<file path="src/hdl/ewtd_pkg.sv">
// Package for the encoded-word text decoder: encoding codes, character
// constants and the hex and Base64 character classifiers.
// No dependencies.
package ewtd_pkg;

  typedef enum logic {
    EncQ      = 1'b0,
    EncBase64 = 1'b1
  } encoding_e;

  localparam int OutputLimitDefault = 2047;

  localparam int QueueDepth = 4;
  localparam int MaxResults = 3;

  localparam logic [1:0] PendNone  = 2'd0;
  localparam logic [1:0] PendEq    = 2'd1;
  localparam logic [1:0] PendDigit = 2'd2;

  localparam logic [7:0] CharEq         = 8'h3D;
  localparam logic [7:0] CharUnderscore = 8'h5F;
  localparam logic [7:0] CharSpace      = 8'h20;
  localparam logic [7:0] CharPlus       = 8'h2B;
  localparam logic [7:0] CharSlash      = 8'h2F;

  typedef logic [7:0] byte_t;

  function automatic logic is_hex(input byte_t c);
    return (c >= 8'h30 && c <= 8'h39) || (c >= 8'h41 && c <= 8'h46) ||
           (c >= 8'h61 && c <= 8'h66);
  endfunction

  function automatic logic [3:0] hex_val(input byte_t c);
    logic [7:0] v;
    v = 8'h00;
    if (c >= 8'h30 && c <= 8'h39) v = c - 8'h30;
    else if (c >= 8'h41 && c <= 8'h46) v = c - 8'h37;
    else if (c >= 8'h61 && c <= 8'h66) v = c - 8'h57;
    return v[3:0];
  endfunction

  function automatic logic is_b64(input byte_t c);
    return (c >= 8'h41 && c <= 8'h5A) || (c >= 8'h61 && c <= 8'h7A) ||
           (c >= 8'h30 && c <= 8'h39) || c == CharPlus || c == CharSlash;
  endfunction

  function automatic logic [5:0] b64_val(input byte_t c);
    logic [7:0] v;
    v = 8'h00;
    if (c >= 8'h41 && c <= 8'h5A) v = c - 8'h41;
    else if (c >= 8'h61 && c <= 8'h7A) v = c - 8'h47;
    else if (c >= 8'h30 && c <= 8'h39) v = c + 8'h04;
    else if (c == CharPlus) v = 8'd62;
    else if (c == CharSlash) v = 8'd63;
    return v[5:0];
  endfunction

endpackage

</file>
<file path="src/hdl/encoded_word_text_decoder.sv">
// Encoded-word text decoder top level: Q and Base64 decoding with a result queue.
// Depends on ewtd_pkg.
//
// One text byte is taken per cycle unless in_stall_o is high; its decoded
// bytes are registered in the result queue, which gives one result beat per
// cycle unless out_stall_i is high. A byte that yields at most one result
// then sustains one item per cycle; a byte that yields two or three results
// (a broken Q escape, or a flush at word end) holds the input while the
// four-entry result queue drains. The input is taken while one earlier result
// still waits. Output of a word stops at OUTPUT_LIMIT bytes; the last byte
// of a word always yields an end_of_word_o result, empty if no byte is left.
module encoded_word_text_decoder #(
  parameter int OUTPUT_LIMIT = ewtd_pkg::OutputLimitDefault
) (
  input  logic       clk_i,
  input  logic       rst_ni,
  input  logic       cfg_we_i,
  input  logic       cfg_wdata_i,
  input  logic       in_valid_i,
  output logic       in_stall_o,
  input  logic [7:0] text_byte_i,
  input  logic       last_of_word_i,
  output logic       out_valid_o,
  input  logic       out_stall_i,
  output logic [7:0] out_byte_o,
  output logic       byte_valid_o,
  output logic       end_of_word_o
);

  localparam int CntW = $clog2(OUTPUT_LIMIT + 1);
  localparam int HeadW = CntW + 2;
  localparam int Depth = ewtd_pkg::QueueDepth;
  localparam int MaxRes = ewtd_pkg::MaxResults;

  ewtd_pkg::encoding_e enc_q;

  logic [1:0]       pend_cnt_q, pend_cnt_d;
  logic [7:0]       pend_digit_q, pend_digit_d;
  logic [13:0]      acc_q, acc_d;
  logic [2:0]       bits_q, bits_d;
  logic [CntW-1:0]  emit_cnt_q, emit_cnt_d;

  logic [7:0]       qb_q [Depth];
  logic             qv_q [Depth];
  logic             qe_q [Depth];
  logic [7:0]       qb_d [Depth];
  logic             qv_d [Depth];
  logic             qe_d [Depth];
  logic [2:0]       occ_q, occ_d;

  logic [7:0]       cand [MaxRes];
  logic [1:0]       n_cand;
  logic [1:0]       n_take;
  logic [1:0]       n_res;
  logic [HeadW-1:0] headroom;
  logic             pop;
  logic             accept;
  logic [2:0]       base;
  logic             do_plain;
  logic [13:0]      acc_n;
  logic [3:0]       bits_sum;
  logic [1:0]       widx;

  assign pop         = out_valid_o && !out_stall_i;
  assign base        = occ_q - {2'b00, pop};
  assign in_stall_o  = base > 3'd1;
  assign accept      = in_valid_i && !in_stall_o;

  assign out_valid_o   = occ_q != 3'd0;
  assign out_byte_o    = qb_q[0];
  assign byte_valid_o  = qv_q[0];
  assign end_of_word_o = qe_q[0];

  always_comb begin
    pend_cnt_d   = pend_cnt_q;
    pend_digit_d = pend_digit_q;
    acc_d        = acc_q;
    bits_d       = bits_q;
    n_cand       = 2'd0;
    do_plain     = 1'b0;
    acc_n        = {acc_q[7:0], ewtd_pkg::b64_val(text_byte_i)};
    bits_sum     = {1'b0, bits_q} + 4'd6;
    for (int j = 0; j < MaxRes; j++) cand[j] = 8'h00;

    unique case (enc_q)
      ewtd_pkg::EncQ: begin
        priority if (pend_cnt_q == ewtd_pkg::PendEq) begin
          if (ewtd_pkg::is_hex(text_byte_i)) begin
            pend_digit_d = text_byte_i;
            pend_cnt_d   = ewtd_pkg::PendDigit;
          end else begin
            pend_cnt_d   = ewtd_pkg::PendNone;
            cand[n_cand] = ewtd_pkg::CharEq;
            n_cand       = n_cand + 2'd1;
            do_plain     = 1'b1;
          end
        end else if (pend_cnt_q == ewtd_pkg::PendDigit) begin
          pend_cnt_d = ewtd_pkg::PendNone;
          if (ewtd_pkg::is_hex(text_byte_i)) begin
            cand[n_cand] = {ewtd_pkg::hex_val(pend_digit_q), ewtd_pkg::hex_val(text_byte_i)};
            n_cand       = n_cand + 2'd1;
          end else begin
            cand[n_cand] = ewtd_pkg::CharEq;
            n_cand       = n_cand + 2'd1;
            cand[n_cand] = pend_digit_q;
            n_cand       = n_cand + 2'd1;
            do_plain     = 1'b1;
          end
        end else begin
          pend_cnt_d = ewtd_pkg::PendNone;
          do_plain   = 1'b1;
        end

        if (do_plain) begin
          priority if (text_byte_i == ewtd_pkg::CharEq) begin
            pend_cnt_d = ewtd_pkg::PendEq;
          end else if (text_byte_i == ewtd_pkg::CharUnderscore) begin
            cand[n_cand] = ewtd_pkg::CharSpace;
            n_cand       = n_cand + 2'd1;
          end else begin
            cand[n_cand] = text_byte_i;
            n_cand       = n_cand + 2'd1;
          end
        end

        if (last_of_word_i) begin
          priority if (pend_cnt_d == ewtd_pkg::PendEq) begin
            cand[n_cand] = ewtd_pkg::CharEq;
            n_cand       = n_cand + 2'd1;
          end else if (pend_cnt_d == ewtd_pkg::PendDigit) begin
            cand[n_cand] = ewtd_pkg::CharEq;
            n_cand       = n_cand + 2'd1;
            cand[n_cand] = pend_digit_d;
            n_cand       = n_cand + 2'd1;
          end else begin
            n_cand = n_cand;
          end
        end
      end
      ewtd_pkg::EncBase64: begin
        if (ewtd_pkg::is_b64(text_byte_i)) begin
          acc_d = acc_n;
          if (bits_sum[3]) begin
            bits_d  = bits_sum[2:0];
            cand[0] = 8'(acc_n >> bits_sum[2:0]);
            n_cand  = 2'd1;
          end else begin
            bits_d = bits_sum[2:0];
          end
        end
      end
      default: begin
        n_cand = 2'd0;
      end
    endcase

    headroom = HeadW'(OUTPUT_LIMIT) - HeadW'(emit_cnt_q);
    if (headroom >= HeadW'(n_cand)) n_take = n_cand;
    else n_take = headroom[1:0];

    if (last_of_word_i && n_take == 2'd0) n_res = 2'd1;
    else n_res = n_take;

    emit_cnt_d = emit_cnt_q + CntW'(n_take);

    if (last_of_word_i) begin
      pend_cnt_d   = ewtd_pkg::PendNone;
      pend_digit_d = 8'h00;
      acc_d        = 14'd0;
      bits_d       = 3'd0;
      emit_cnt_d   = '0;
    end
  end

  always_comb begin
    for (int i = 0; i < Depth - 1; i++) begin
      if (pop) begin
        qb_d[i] = qb_q[i+1];
        qv_d[i] = qv_q[i+1];
        qe_d[i] = qe_q[i+1];
      end else begin
        qb_d[i] = qb_q[i];
        qv_d[i] = qv_q[i];
        qe_d[i] = qe_q[i];
      end
    end
    qb_d[Depth-1] = qb_q[Depth-1];
    qv_d[Depth-1] = qv_q[Depth-1];
    qe_d[Depth-1] = qe_q[Depth-1];
    widx  = 2'd0;
    occ_d = base;
    if (accept) begin
      for (int j = 0; j < MaxRes; j++) begin
        if (2'(j) < n_res) begin
          widx       = base[1:0] + 2'(j);
          qb_d[widx] = (2'(j) < n_take) ? cand[j] : 8'h00;
          qv_d[widx] = 2'(j) < n_take;
          qe_d[widx] = last_of_word_i && (2'(j) == n_res - 2'd1);
        end
      end
      occ_d = base + {1'b0, n_res};
    end
  end

  always_ff @(posedge clk_i or negedge rst_ni) begin
    if (!rst_ni) begin
      enc_q        <= ewtd_pkg::EncQ;
      pend_cnt_q   <= ewtd_pkg::PendNone;
      pend_digit_q <= 8'h00;
      acc_q        <= 14'd0;
      bits_q       <= 3'd0;
      emit_cnt_q   <= '0;
      occ_q        <= 3'd0;
    end else begin
      if (cfg_we_i) begin
        enc_q <= ewtd_pkg::encoding_e'(cfg_wdata_i);
      end
      if (accept) begin
        pend_cnt_q   <= pend_cnt_d;
        pend_digit_q <= pend_digit_d;
        acc_q        <= acc_d;
        bits_q       <= bits_d;
        emit_cnt_q   <= emit_cnt_d;
      end
      occ_q <= occ_d;
    end
  end

  always_ff @(posedge clk_i) begin
    for (int i = 0; i < Depth; i++) begin
      qb_q[i] <= qb_d[i];
      qv_q[i] <= qv_d[i];
      qe_q[i] <= qe_d[i];
    end
  end

  a_occ_bound: assert property (@(posedge clk_i) disable iff (!rst_ni)
    occ_q <= 3'(Depth))
    else $error("result queue overfilled");

  a_last_gives_result: assert property (@(posedge clk_i) disable iff (!rst_ni)
    accept && last_of_word_i |=> out_valid_o)
    else $error("word end produced no result");

  a_empty_is_end: assert property (@(posedge clk_i) disable iff (!rst_ni)
    out_valid_o && !byte_valid_o |-> end_of_word_o && out_byte_o == 8'h00)
    else $error("empty result not marked as word end");

  a_count_limit: assert property (@(posedge clk_i) disable iff (!rst_ni)
    HeadW'(emit_cnt_q) <= HeadW'(OUTPUT_LIMIT))
    else $error("emitted count beyond limit");

endmodule
</file>
<file path="config.mk">
export PLATFORM = sky130hd
export DESIGN_NAME = encoded_word_text_decoder
export DESIGN_NICKNAME = d
export VERILOG_FILES = /design/src/hdl/ewtd_pkg.sv /design/src/hdl/encoded_word_text_decoder.sv
export SDC_FILE = /design/constraint.sdc
export NUM_CORES = 1
export LEC_CHECK = 0
export ABC_CLOCK_PERIOD_IN_PS = 5000
export BUFFER_PORTS_ARGS = -buffer_cell sky130_fd_sc_hd__buf_4
export CORE_UTILIZATION = 40
export DETAILED_ROUTE_END_ITERATION = 10
export GPL_TIMING_DRIVEN = 0
export PLACE_DENSITY_LB_ADDON = 0.2
export SKIP_CTS_REPAIR_TIMING = 1
export SLEW_MARGIN = 25
export SYNTH_ARGS = -nofsm -noshare
export SYNTH_HDL_FRONTEND = slang
export SYNTH_SLANG_ARGS = --single-unit
</file>
<file path="constraint.sdc">
create_clock -name clk_i -period 5 [get_ports clk_i]
set_input_delay 0.75 -clock clk_i [delete_from_list [all_inputs] [get_ports clk_i]]
set_output_delay 0.75 -clock clk_i [all_outputs]
set_load 0.005 [all_outputs]
</file>
==> qor.txt <==
Slew at the pin closest to its max-slew limit = 1.31 ns
Grt total ovfl = 0
Detail Route Antenna Nets = 0
Maximum ir drop on the vdd rail = 0.211 mV
Buffer cell driving the clock tree root = sky130_fd_sc_hd__clkbuf_16
Crit-path max FO = 6
Fin Setup TNS = -17.83 ns
Final clock skew = 0.0110 ns
Clk Latency, worst-skew pair = 0.36 ns
Distinct cell type count after synthesis = 89
DRC errors left = 0
Switching pwr = 1.53 mW
Top-level I/O count = 27
Share of Yosys cell area claimed by the top area cell type = 14.1%
R2R depth = 23
Yosys Warn Count = 0
Starting density of the core = 40.9%
Reg-to-reg setup timing slack = -0.54 ns
Worst reg2reg path endpoint = qb_q[2][1]$_DFF_P_
Combinational cell fraction of total power = 52.4%
Total of max-cap violations = 0
Post-layout min period = 5.62 ns
Via count normalized by instance count = 6.52
TritonCTS clock tree = yes
Worst setup path category = input port to register
Number of diodes added for antenna fixing = 0
TritonCTS sink count = 75
Maximum number of buffers from clock root to sink = 2
Number of nets in the layout = 925
Worst setup path start = text_byte_i[3]
Via count of the first global-routing pass = 6,305
Wirelength per Cell = 23.2 um
Outcome = finished with violations
Data arrival time at the worst-slack endpoint = 5.87 ns
GRT Overall Usage = 29.2%
Clk pin slew, worst setup/hold paths = 0.07 ns
Final setup viols = 53
Number of iterations in the first detailed-routing pass = 6
Flip-flop and latch count after synthesis = 75
Slew Limit Headroom = 12.3%
Post-Syn Instances = 776
Pins over their slew limit = 0
Setup repair after global routing missed its margin = true
Minimum setup slack in the final design = -0.623 ns
Placed wire-length estimate after detailed placement = 17,100 um
Cts bufs inserted = 9
Die ar. = 0.0161 mm2
Sequential-to-total area share from yosys stat = 28.6%
Largest area contributor in the synthesized netlist = sky130_fd_sc_hd__dfrtp_1
Library cell with the highest instance count after synthesis = sky130_fd_sc_hd__nand2_1
Dominant cells by area after synthesis = sky130_fd_sc_hd__dfrtp_1 14%, sky130_fd_sc_hd__dfxtp_1 9.7%, sky130_fd_sc_hd__mux2i_1 5.5%, sky130_fd_sc_hd__nand2_1 5.4%, sky130_fd_sc_hd__ha_1 5.2%
EDFF count, synth = 10
Power density over cell area = 419 mW/mm2
Leakage power summed over all cells = 3.35 nW
Number of violations reported at the end of detailed-routing iteration 0 = 944
Final RePlAce weighted congestion = 0.966
Most frequent cells after synthesis = 90 x sky130_fd_sc_hd__nand2_1, 64 x sky130_fd_sc_hd__a21oi_1, 48 x sky130_fd_sc_hd__o21ai_0
Dominant register cell in the synthesized netlist = sky130_fd_sc_hd__dfrtp_1
Wire length of the first global-routing pass = 35,900 um
Die extent in y = 127 um
CP Data Required Time = 5.25 ns
Core box area = 0.0152 mm2
Post-Route WL = 24,900 um
DIE WIDTH = 127 um
Period Utilization, post-route = 112%
Syn nets = 819
Startpoint type of the worst setup path = input port
Fraction of layout cells with a size suffix above 1 = 27.3%
Mean instance size in the synthesized netlist = 8.02 um2
Start of the worst register-to-register path = pend_cnt_q[0]$_DFFE_PN0P_
Fraction of registers with async set/reset = 46.7%
Rows = 45
H-tree depth = 3
Number of buffer cells added on primary ports = 25
Antenna violations before repair = 0
Number of vias after detailed routing = 7,012
Share of total power in the clock network = 18.4%
Utilization after layout = 55.3%
Crit. End Element = register
Post-synthesis cell area = 0.00622 mm2
Internal power = 1.99 mW
Synth-to-Final Area Change = 35.2%
Setup Slack @ Placement = -1.89 ns
Hold/Removal Path Class = input port to asynchronous set/reset pin
Number of failing hold endpoints at the final stage = 0
Violated checks = setup timing
Largest net degree at the start of global routing = 36
Switch share = 43.5%
Timing-limited maximum frequency = 178 MHz
Share of total power in sequential cells = 29.3%
## kinds of logic after synthesis
group | synth area share (%)
AOI/OAI and AO/OA | 30.8
and+or+nand+nor | 21.2
buffers and inverters | 5.43
DFF | 28.6
muxes | 6.56
adders and majority gates | 5.87
xor gates and xnor gates | 1.55
## layer usage
metal	vias up	GRT usage [%]	share of wire, %
li1	3148	-	-
met1	3379	40.0	43
met2	400	45.4	45
met3	85	5.23	7.9
met4	0	12.7	3.5
met5	-	0	0
## flip-flops by register name, indices dropped and copies added, names as in the netlist
signal,count
pend_digit_q,8
pend_cnt_q,2
qv_q,4
occ_q,3
enc_q,1
bits_q,2
qe_q,4
qb_q,32
emit_cnt_q,11
acc_q,8
## critical path, cell delays in order
cell and delay, ns:
sky130_fd_sc_hd__buf_12 0.09, sky130_fd_sc_hd__clkbuf_16 0.13, sky130_fd_sc_hd__clkinv_8 0.05, sky130_fd_sc_hd__ha_4 0.17, sky130_fd_sc_hd__a21oi_4 0.15, sky130_fd_sc_hd__o21a_1 0.18
sky130_fd_sc_hd__and4_4 0.27, sky130_fd_sc_hd__buf_8 0.11, sky130_fd_sc_hd__nor3_4 0.04, sky130_fd_sc_hd__a211o_1 0.33, sky130_fd_sc_hd__ha_4 0.23, sky130_fd_sc_hd__or4_4 0.47
sky130_fd_sc_hd__a21oi_2 0.15, sky130_fd_sc_hd__o32a_4 0.23, sky130_fd_sc_hd__a21o_4 0.15, sky130_fd_sc_hd__ha_4 0.20, sky130_fd_sc_hd__a211oi_4 0.22, sky130_fd_sc_hd__nand4_1 0.14
sky130_fd_sc_hd__buf_6 0.17, sky130_fd_sc_hd__buf_12 0.13, sky130_fd_sc_hd__o211ai_1 0.19, sky130_fd_sc_hd__o221ai_4 0.20, sky130_fd_sc_hd__buf_4 0.18, sky130_fd_sc_hd__buf_6 0.11
sky130_fd_sc_hd__buf_6 0.13, sky130_fd_sc_hd__nor3b_4 0.15, sky130_fd_sc_hd__and2_4 0.18, sky130_fd_sc_hd__a222oi_1 0.34
## layout make-up
type,instances,area (um2)
timing repair buffer,93,826
tap,188,235
inverter,31,156
fill,1383,6790
clock inverter,4,23.8
sequential,75,1780
clock buffer,12,267
buffer,48,369
multi-input combinational,624,4760
## metrics by stage
stage / instances / cell area, um2 / power [mW] / hold WS [ns]
after detailed placement: 989 / 6970 / 2.51 / 0.479
after floorplan: 776 / 6540 / 2.04 / 0.440
final: 1075 / 8410 / 3.53 / 0.347
after global placement: 989 / 6960 / 2.47 / 0.475
after global routing: 1075 / 8410 / 3.70 / 0.384
after CTS: 1005 / 7260 / 3.16 / 0.370
## how the worst max path moves through the flow
stage,endpoint,slack [ns],depth (start not counted)
after detailed placement,emit_cnt_q[8]$_DFFE_PN0P_,-1.89,27
after global placement,emit_cnt_q[8]$_DFFE_PN0P_,-1.83,27
after global routing,qb_q[2][3]$_DFF_P_,-0.72,29
after CTS,emit_cnt_q[8]$_DFFE_PN0P_,-1.53,27
final,qb_q[2][1]$_DFF_P_,-0.62,28
after floorplan,emit_cnt_q[8]$_DFFE_PN0P_,-0.72,27
## power by group through the flow
stage,sequential [mW],combinational (mW),clock [mW]
4_1_cts,1.02,1.49,0.646
3_5_place_dp,1.03,1.49,0
3_3_place_gp,1.02,1.46,0
5_1_grt,1.05,1.97,0.675
6_report,1.03,1.85,0.649
2_1_floorplan,0.981,1.06,0
## placed cells by master, fill, tap and decap left out, types with 14 or more instances in the layout
cell type / n
sky130_fd_sc_hd__a21oi_1: 53
sky130_fd_sc_hd__buf_4: 73
sky130_fd_sc_hd__buf_6: 19
sky130_fd_sc_hd__clkbuf_1: 23
sky130_fd_sc_hd__dfrtp_1: 35
sky130_fd_sc_hd__dfxtp_1: 30
sky130_fd_sc_hd__ha_1: 15
sky130_fd_sc_hd__inv_1: 20
sky130_fd_sc_hd__mux2i_1: 34
sky130_fd_sc_hd__nand2_1: 82
sky130_fd_sc_hd__nand3_1: 29
sky130_fd_sc_hd__nor2_1: 40
sky130_fd_sc_hd__nor3_1: 28
sky130_fd_sc_hd__o21ai_0: 39
sky130_fd_sc_hd__o22ai_1: 14
Note: power is estimated with default switching activity, not from simulation.
